===== src/sv/spq_pkg.sv =====
// Package for the stable priority queue: word structs, operation and
// status codes, cell select codes and the default capacity.
// No dependencies.
`default_nettype none

package spq_pkg;

    localparam int CAPACITY_DEF = 16;
    localparam int OCC_W        = 5;

    localparam logic [1:0] OP_ADD   = 2'd0;
    localparam logic [1:0] OP_LIST  = 2'd1;
    localparam logic [1:0] OP_SERVE = 2'd2;
    localparam logic [1:0] OP_COUNT = 2'd3;

    localparam logic [2:0] STAT_ADDED  = 3'd0;
    localparam logic [2:0] STAT_FULL   = 3'd1;
    localparam logic [2:0] STAT_SERVED = 3'd2;
    localparam logic [2:0] STAT_NONE   = 3'd3;
    localparam logic [2:0] STAT_LISTED = 3'd4;
    localparam logic [2:0] STAT_EMPTY  = 3'd5;
    localparam logic [2:0] STAT_COUNT  = 3'd6;

    localparam logic [1:0] CELL_HOLD = 2'd0;
    localparam logic [1:0] CELL_LOAD = 2'd1;
    localparam logic [1:0] CELL_NEXT = 2'd2;
    localparam logic [1:0] CELL_HEAD = 2'd3;

    typedef struct packed {
        logic [1:0]  operation;
        logic [15:0] patient_id;
        logic [7:0]  age;
        logic [1:0]  priority_req;
    } t_in;

    typedef struct packed {
        logic [2:0]       status;
        logic [15:0]      out_id;
        logic [7:0]       out_age;
        logic [1:0]       out_priority;
        logic [OCC_W-1:0] occupancy;
        logic             last;
    } t_out;

    typedef struct packed {
        logic [15:0] id;
        logic [7:0]  age;
        logic [1:0]  prio;
    } t_entry;

    typedef struct packed {
        logic       valid;
        logic [1:0] max_prio;
    } t_cell_ctrl;

endpackage

`default_nettype wire


===== src/sv/spq_cell.sv =====
// One queue cell: holds one entry, loads a new word, its upper
// neighbor or the head, and flags a match on the served priority level.
// Depends on spq_pkg.
`default_nettype none

module spq_cell (
    input  wire                 i_clk,
    input  wire [1:0]           i_sel,
    input  spq_pkg::t_cell_ctrl i_ctrl,
    input  spq_pkg::t_entry     i_new,
    input  spq_pkg::t_entry     i_next,
    input  spq_pkg::t_entry     i_head,
    output spq_pkg::t_entry     o_entry,
    output logic                o_match
);

    spq_pkg::t_entry r_entry;
    spq_pkg::t_entry n_entry;

    always_comb begin
        case (i_sel)
            spq_pkg::CELL_HOLD: n_entry = r_entry;
            spq_pkg::CELL_LOAD: n_entry = i_new;
            spq_pkg::CELL_NEXT: n_entry = i_next;
            spq_pkg::CELL_HEAD: n_entry = i_head;
            default:            n_entry = r_entry;
        endcase
    end

    always_ff @(posedge i_clk) begin
        r_entry <= n_entry;
    end

    assign o_entry = r_entry;
    assign o_match = i_ctrl.valid && (r_entry.prio == i_ctrl.max_prio);

endmodule

`default_nettype wire


===== src/sv/stable_priority_queue.sv =====
// Stable priority queue top level: control sequencer, output register
// and the chain of spq_cell entries. Depends on spq_pkg and spq_cell.
//
// Entries sit in a chain of CAPACITY cells in arrival order, the oldest in
// cell 0. Add, count, full, empty-serve and empty-list words reach the
// output register in the cycle after acceptance. Serve first registers
// the highest held priority level; once the output register is free, the
// first cell on that level is picked, output, and the cells above it shift
// down one place. List then outputs the entry in cell 0 whenever the output
// register is free, rotating the chain through cell 0 once, ending in its
// original order. A new input word is taken when the sequencer is idle and
// the output register is free or being drained in the same cycle.
`default_nettype none

module stable_priority_queue #(
    parameter int CAPACITY = spq_pkg::CAPACITY_DEF
) (
    input  wire           i_clk,
    input  wire           i_rst_n,
    input  wire           i_in_valid,
    output logic          o_in_ready,
    input  spq_pkg::t_in  i_in_data,
    output logic          o_out_valid,
    input  wire           i_out_ready,
    output spq_pkg::t_out o_out_data
);

    localparam int CNT_W = $clog2(CAPACITY + 1);
    localparam int IDX_W = (CAPACITY > 1) ? $clog2(CAPACITY) : 1;

    localparam logic [1:0] S_IDLE  = 2'd0;
    localparam logic [1:0] S_SERVE = 2'd1;
    localparam logic [1:0] S_LIST  = 2'd2;

    logic [1:0]       r_state, n_state;
    logic [CNT_W-1:0] r_count, n_count;
    logic [IDX_W-1:0] r_idx, n_idx;
    logic [1:0]       r_max, n_max;
    logic             r_out_valid, n_out_valid;
    spq_pkg::t_out    r_out, n_out;

    spq_pkg::t_entry     w_entry [CAPACITY];
    spq_pkg::t_cell_ctrl w_ctrl  [CAPACITY];
    logic [1:0]          w_sel   [CAPACITY];
    logic [CAPACITY-1:0] w_valid;
    logic [CAPACITY-1:0] w_match;
    logic [CAPACITY-1:0] w_after;
    logic [CAPACITY-1:0] w_first;
    logic [3:0]          w_has;
    logic [1:0]          w_top;
    logic                w_free;
    logic                w_acc;
    logic                w_list_last;
    spq_pkg::t_entry     w_new;
    spq_pkg::t_entry     w_pick;
    logic [CNT_W-1:0]    w_count_dec;

    assign w_free      = !r_out_valid || i_out_ready;
    assign o_in_ready  = (r_state == S_IDLE) && w_free;
    assign w_acc       = i_in_valid && o_in_ready;
    assign w_count_dec = r_count - CNT_W'(1);
    assign w_list_last = (CNT_W'(r_idx) == w_count_dec);

    assign w_new.id   = i_in_data.patient_id;
    assign w_new.age  = i_in_data.age;
    assign w_new.prio = i_in_data.priority_req;

    // highest priority level among held entries
    always_comb begin
        w_has = '0;
        for (int i = 0; i < CAPACITY; i++) begin
            w_valid[i]         = (CNT_W'(i) < r_count);
            w_ctrl[i].valid    = w_valid[i];
            w_ctrl[i].max_prio = r_max;
            if (w_valid[i]) begin
                w_has[w_entry[i].prio] = 1'b1;
            end
        end
        if (w_has[3]) begin
            w_top = 2'd3;
        end else if (w_has[2]) begin
            w_top = 2'd2;
        end else if (w_has[1]) begin
            w_top = 2'd1;
        end else begin
            w_top = 2'd0;
        end
    end

    // first cell on the served level, and the cells at or above it
    always_comb begin
        w_after[0] = w_match[0];
        w_first[0] = w_match[0];
        w_pick     = w_match[0] ? w_entry[0] : '0;
        for (int i = 1; i < CAPACITY; i++) begin
            w_after[i] = w_match[i] || w_after[i-1];
            w_first[i] = w_match[i] && !w_after[i-1];
            if (w_first[i]) begin
                w_pick = w_pick | w_entry[i];
            end
        end
    end

    always_comb begin
        n_state     = r_state;
        n_count     = r_count;
        n_idx       = r_idx;
        n_max       = r_max;
        n_out_valid = r_out_valid && !i_out_ready;
        n_out       = r_out;
        for (int i = 0; i < CAPACITY; i++) begin
            w_sel[i] = spq_pkg::CELL_HOLD;
        end

        case (r_state)
            S_IDLE: begin
                if (w_acc) begin
                    n_out             = '0;
                    n_out.last        = 1'b1;
                    n_out.occupancy   = spq_pkg::OCC_W'(r_count);
                    n_out_valid       = 1'b1;
                    case (i_in_data.operation)
                        spq_pkg::OP_ADD: begin
                            if (r_count >= CNT_W'(CAPACITY)) begin
                                n_out.status = spq_pkg::STAT_FULL;
                            end else begin
                                for (int i = 0; i < CAPACITY; i++) begin
                                    if (CNT_W'(i) == r_count) begin
                                        w_sel[i] = spq_pkg::CELL_LOAD;
                                    end
                                end
                                n_count         = r_count + CNT_W'(1);
                                n_out.status    = spq_pkg::STAT_ADDED;
                                n_out.occupancy = spq_pkg::OCC_W'(n_count);
                            end
                        end
                        spq_pkg::OP_LIST: begin
                            if (r_count == '0) begin
                                n_out.status = spq_pkg::STAT_EMPTY;
                            end else begin
                                n_out_valid = r_out_valid && !i_out_ready;
                                n_out       = r_out;
                                n_idx       = '0;
                                n_state     = S_LIST;
                            end
                        end
                        spq_pkg::OP_SERVE: begin
                            if (r_count == '0) begin
                                n_out.status = spq_pkg::STAT_NONE;
                            end else begin
                                n_out_valid = r_out_valid && !i_out_ready;
                                n_out       = r_out;
                                n_max       = w_top;
                                n_state     = S_SERVE;
                            end
                        end
                        spq_pkg::OP_COUNT: begin
                            n_out.status = spq_pkg::STAT_COUNT;
                        end
                        default: begin
                            n_out.status = spq_pkg::STAT_COUNT;
                        end
                    endcase
                end
            end
            S_SERVE: begin
                if (w_free) begin
                    for (int i = 0; i < CAPACITY; i++) begin
                        if (w_after[i]) begin
                            w_sel[i] = spq_pkg::CELL_NEXT;
                        end
                    end
                    n_count            = w_count_dec;
                    n_out.status       = spq_pkg::STAT_SERVED;
                    n_out.out_id       = w_pick.id;
                    n_out.out_age      = w_pick.age;
                    n_out.out_priority = w_pick.prio;
                    n_out.occupancy    = spq_pkg::OCC_W'(w_count_dec);
                    n_out.last         = 1'b1;
                    n_out_valid        = 1'b1;
                    n_state            = S_IDLE;
                end
            end
            S_LIST: begin
                if (w_free) begin
                    // rotate the held entries through the head
                    for (int i = 0; i < CAPACITY; i++) begin
                        if (CNT_W'(i) == w_count_dec) begin
                            w_sel[i] = spq_pkg::CELL_HEAD;
                        end else if (w_valid[i]) begin
                            w_sel[i] = spq_pkg::CELL_NEXT;
                        end
                    end
                    n_out.status       = spq_pkg::STAT_LISTED;
                    n_out.out_id       = w_entry[0].id;
                    n_out.out_age      = w_entry[0].age;
                    n_out.out_priority = w_entry[0].prio;
                    n_out.occupancy    = spq_pkg::OCC_W'(r_count);
                    n_out.last         = w_list_last;
                    n_out_valid        = 1'b1;
                    n_idx              = r_idx + IDX_W'(1);
                    if (w_list_last) begin
                        n_state = S_IDLE;
                    end
                end
            end
            default: begin
                n_state = S_IDLE;
            end
        endcase
    end

    for (genvar g = 0; g < CAPACITY; g++) begin : g_cell
        spq_cell u_cell (
            .i_clk   (i_clk),
            .i_sel   (w_sel[g]),
            .i_ctrl  (w_ctrl[g]),
            .i_new   (w_new),
            .i_next  (w_entry[(g < CAPACITY - 1) ? g + 1 : g]),
            .i_head  (w_entry[0]),
            .o_entry (w_entry[g]),
            .o_match (w_match[g])
        );
    end

    always_ff @(posedge i_clk) begin
        if (!i_rst_n) begin
            r_state     <= S_IDLE;
            r_count     <= '0;
            r_idx       <= '0;
            r_max       <= '0;
            r_out_valid <= 1'b0;
        end else begin
            r_state     <= n_state;
            r_count     <= n_count;
            r_idx       <= n_idx;
            r_max       <= n_max;
            r_out_valid <= n_out_valid;
        end
    end

    always_ff @(posedge i_clk) begin
        r_out <= n_out;
    end

    assign o_out_valid = r_out_valid;
    assign o_out_data  = r_out;

    a_count_bound: assert property (@(posedge i_clk) disable iff (!i_rst_n)
        r_count <= CNT_W'(CAPACITY))
        else $error("entry count above capacity");

    a_serve_nonempty: assert property (@(posedge i_clk) disable iff (!i_rst_n)
        (r_state == S_SERVE) |-> (r_count != '0))
        else $error("serve pending on an empty queue");

    a_serve_one_pick: assert property (@(posedge i_clk) disable iff (!i_rst_n)
        (r_state == S_SERVE) |-> $onehot(w_first))
        else $error("serve must pick exactly one cell");

    a_list_range: assert property (@(posedge i_clk) disable iff (!i_rst_n)
        (r_state == S_LIST) |-> (CNT_W'(r_idx) < r_count))
        else $error("list index past held entries");

    a_served_count: assert property (@(posedge i_clk) disable iff (!i_rst_n)
        (r_state == S_SERVE && w_free) |=> (r_count == $past(w_count_dec)))
        else $error("serve must drop exactly one entry");

endmodule

`default_nettype wire

===== config.mk =====
export PLATFORM = sky130hd
export DESIGN_NAME = stable_priority_queue
export DESIGN_NICKNAME = d
export VERILOG_FILES = /design/src/sv/spq_pkg.sv /design/src/sv/spq_cell.sv /design/src/sv/stable_priority_queue.sv
export SDC_FILE = /design/constraint.sdc
export NUM_CORES = 1
export LEC_CHECK = 0
export ABC_CLOCK_PERIOD_IN_PS = 5670
export BUFFER_PORTS_ARGS = -buffer_cell sky130_fd_sc_hd__clkbuf_2
export CORE_MARGIN = 2
export CORE_UTILIZATION = 36
export DETAILED_ROUTE_END_ITERATION = 10
export HOLD_SLACK_MARGIN = 0.05
export PLACE_DENSITY = 0.61
export SYNTH_ARGS = -nofsm -noshare
export SYNTH_HDL_FRONTEND = slang
export SYNTH_HIERARCHICAL = 1
export SYNTH_SLANG_ARGS = --single-unit

===== constraint.sdc =====
create_clock -name i_clk -period 5.67 [get_ports i_clk]
set_input_delay 0.8505 -clock i_clk [delete_from_list [all_inputs] [get_ports i_clk]]
set_output_delay 0.8505 -clock i_clk [all_outputs]
set_load 0.01 [all_outputs]

==> results.cfg <==
[worst_setup_path]
rr_endpoint = o_out_data[14]
r2r_cells = 11
crit_arrival_ns = 5.19
rrSetupSlack_ns = 0.80
worst_r2r_startpoint = r_count[3]
end_kind = flop
startpoint_type = flop
critPathMaxFanout = 20
worstPathRequired_ns = 5.98
path_class = reg2reg

[synthesis]
synth.most_common_cell = nor2_1
yosys.area_share.simple_pct = 10.6
yosysUniqueCellTypes = 56
synth_compound_area_share_pct = 18.4
syn_nets = 2843
ys_seq_elements = 465
synth_top_area_share_pct = 47.2
synthMuxAreaShare_pct = 14.7
synth_top_family_by_area = compound AO/OA/AOI/OAI gates
async_reset_ff_share_pct = 0
synthXorXnorAreaFrac_pct = 1.37
synth_cells = 2794
synth.yosys.warnings = 6
syn_area_per_cell_um2 = 10.3
synth_edf_count = 451
synth_common_cells = nor2_1 (504), a21oi_1 (465), edfxtp_1 (451), mux2i_1 (420), a22oi_1 (147)
syn_area_um2 = 28700
synth_fa_ha_area_share_pct = 0.742
yosys.area.top_type = edfxtp_1
synth_area_leaders = edfxtp_1 (47%), mux2i_1 (15%), a21oi_1 (8.1%)
synthFlopType = edfxtp_1
yosysSeqAreaShare_pct = 48.2

[cells_and_area]
area_delta_synth_final_pct = 9.92
final_nets = 2829
nFillCells = 7668
drive_gt1_share_pct = 10.9

[die]
start_util_pct = 36.3
rows = 103
fp.dieW_um = 286
core-area_um2 = 78900
die_area_um2 = 81900
io_pins = 69
die_y_um = 286

[global_routing]
grt_pass1_vias = 22100
grt_usage_pct = 24.6
grt_max_degree = 57
grt_remaining_overflow = 0
antenna_found_initial = 4
grt_pass1_wl_um = 151000

[sta]
min_period_ns = 4.87
tns_ns = 0
hold_viol_final = 0
worstMarginPinSlew_ns = 1.26
slew_viol_final = 0
relSlewSlack_pct = 16.0
clock_skew_ns = 0.0141
rsz0062_at_grt = false
finalSetupViolations = 0
fmax_mhz = 205
post-route-period-util_pct = 85.9

[min_path]
min_path_cells = 2
hold_class = reg2reg
holdPathEnd = r_state[1]
min_from = r_state[1]

[power]
switching_share_pct = 28.2
power.leakage_nw = 9.77
p_per_area_nw_per_um2 = 282
peakVddDrop_uv = 220
power_mw = 8.88
p_clk_share_pct = 39.3
p_switching_mw = 2.51
intPower_mw = 6.37
comb_power_share_pct = 13.7
p_seq_share_pct = 47.0

[cts]
cts_max_path_buffers = 3
ctsRootBufferMaster = clkbuf_16
path_clk_slew_ns = 0.06
cts_hold_buf = 0
htreeDepth = 2
cts_buffers = 53
cts_setup_buffers = 0
insertion_delay_ns = 0.62
cts_resized = 0
tritoncts = built
clock_sinks = 465

[drt]
antenna_violating_nets_post_route = 0
wl_per_cell_um = 26.8
vias_per_cell = 6.06
routed_wl_um = 104000
drc = 0
drt_iter0_markers = 2931
first_pass_iters = 5
num_vias = 23500

[placed_design]
port_buffers = 68
place.gp.congestion = 0.957
hpwl_um = 66700

[job]
cap_violations = 0

[status]
status = finished clean
[layout make-up]
class	count	area, um2	area share (%)
sequential	465	13800	43.9
clock inverter	34	327	1.04
timing repair buffer	168	1170	3.70
clock buffer	64	1370	4.34
inverter	19	71.3	0.226
antenna	3	7.51	0.0238
multi-input combinational	2073	13400	42.6
tap	1050	1310	4.17
[flip-flops by register name, summed over array words and instances (netlist names)]
name / flops
g_cell.u_cell/o_entry: 416
o_out_data: 35
r_count: 5
r_idx: 4
r_max: 2
r_state: 2
o_out_valid: 1
[routing by layer]
layer  up-vias  share of wire [%]  GRT usage (%)
li1      10500                  -              -
met1     11400                 41           32.8
met2      1409                 44           38.4
met3       259                9.8           5.18
met4         4                4.7           11.2
met5         -              0.022              0
[per-stage QoR]
stage | cells | setup slack, ns | util (%) | cell area [um2] | hold WS (ns)
global placement | 3775 | 0.956 | 37.8 | 29800 | 0.514
CTS | 3873 | 0.842 | 39.9 | 31500 | 0.534
global route | 3874 | 0.614 | 39.9 | 31500 | 0.571
detailed placement | 3775 | 0.870 | 37.8 | 29800 | 0.525
finish | 3876 | 0.797 | 40.0 | 31500 | 0.535
floorplan | 2794 | 1.37 | - | 28700 | 0.483
[worst max path at each step]
stage,from,to,slack (ns),depth (start not counted)
global route,r_count[3],g_cell[14].u_cell/o_entry[14],0.61,13
floorplan,r_count[2],g_cell[12].u_cell/o_entry[0],1.37,14
finish,r_count[3],o_out_data[14],0.80,11
CTS,r_count[0],g_cell[12].u_cell/o_entry[12],0.84,11
detailed placement,r_count[0],g_cell[12].u_cell/o_entry[8],0.87,11
global placement,r_count[0],g_cell[12].u_cell/o_entry[8],0.96,11
[layout by cell type, fill, tap and decap left out, types with 26 or more instances in the layout]
| cell type | instances |
|---|---|
| a21oi_1 | 453 |
| a221o_1 | 26 |
| a221oi_1 | 27 |
| a22oi_1 | 147 |
| buf_4 | 94 |
| clkbuf_16 | 53 |
| clkbuf_2 | 68 |
| edfxtp_1 | 451 |
| mux2i_1 | 420 |
| nand2_1 | 83 |
| nor2_1 | 482 |
| o21ai_0 | 68 |
| o22ai_1 | 57 |
| xnor2_1 | 38 |
[power groups by stage]
stage	logic [mW]	registers, mW	clock network, mW
6_report	1.22	4.17	3.49
5_1_grt	1.31	4.18	3.65
4_1_cts	1.20	4.17	3.52
3_5_place_dp	1.20	4.24	0
3_3_place_gp	1.19	4.24	0
2_1_floorplan	0.636	4.25	0
[worst max-delay path: stages (launching register included)]
cell	delay (ns)
dfxtp_1	0.79
o21ai_0	0.22
nand2b_1	0.34
and3_1	0.52
nor2b_2	1.01
buf_4	0.36
a22oi_1	0.09
o22ai_1	0.19
a21oi_1	0.09
o22ai_1	0.20
a211oi_1	0.09
o21ai_0	0.65
[logic make-up (layout without fill, tap and decap cells)]
family	Yosys count	count (layout)
AO/OA/AOI/OAI	878	878
AND/OR/NAND/NOR	713	713
flip-flops	465	465
multiplexers	420	420
buffers and inverters	256	285
XOR/XNOR	45	45
adder cells (fa/ha/maj)	17	17
other	0	3
Power figures use the tool's default switching activity.
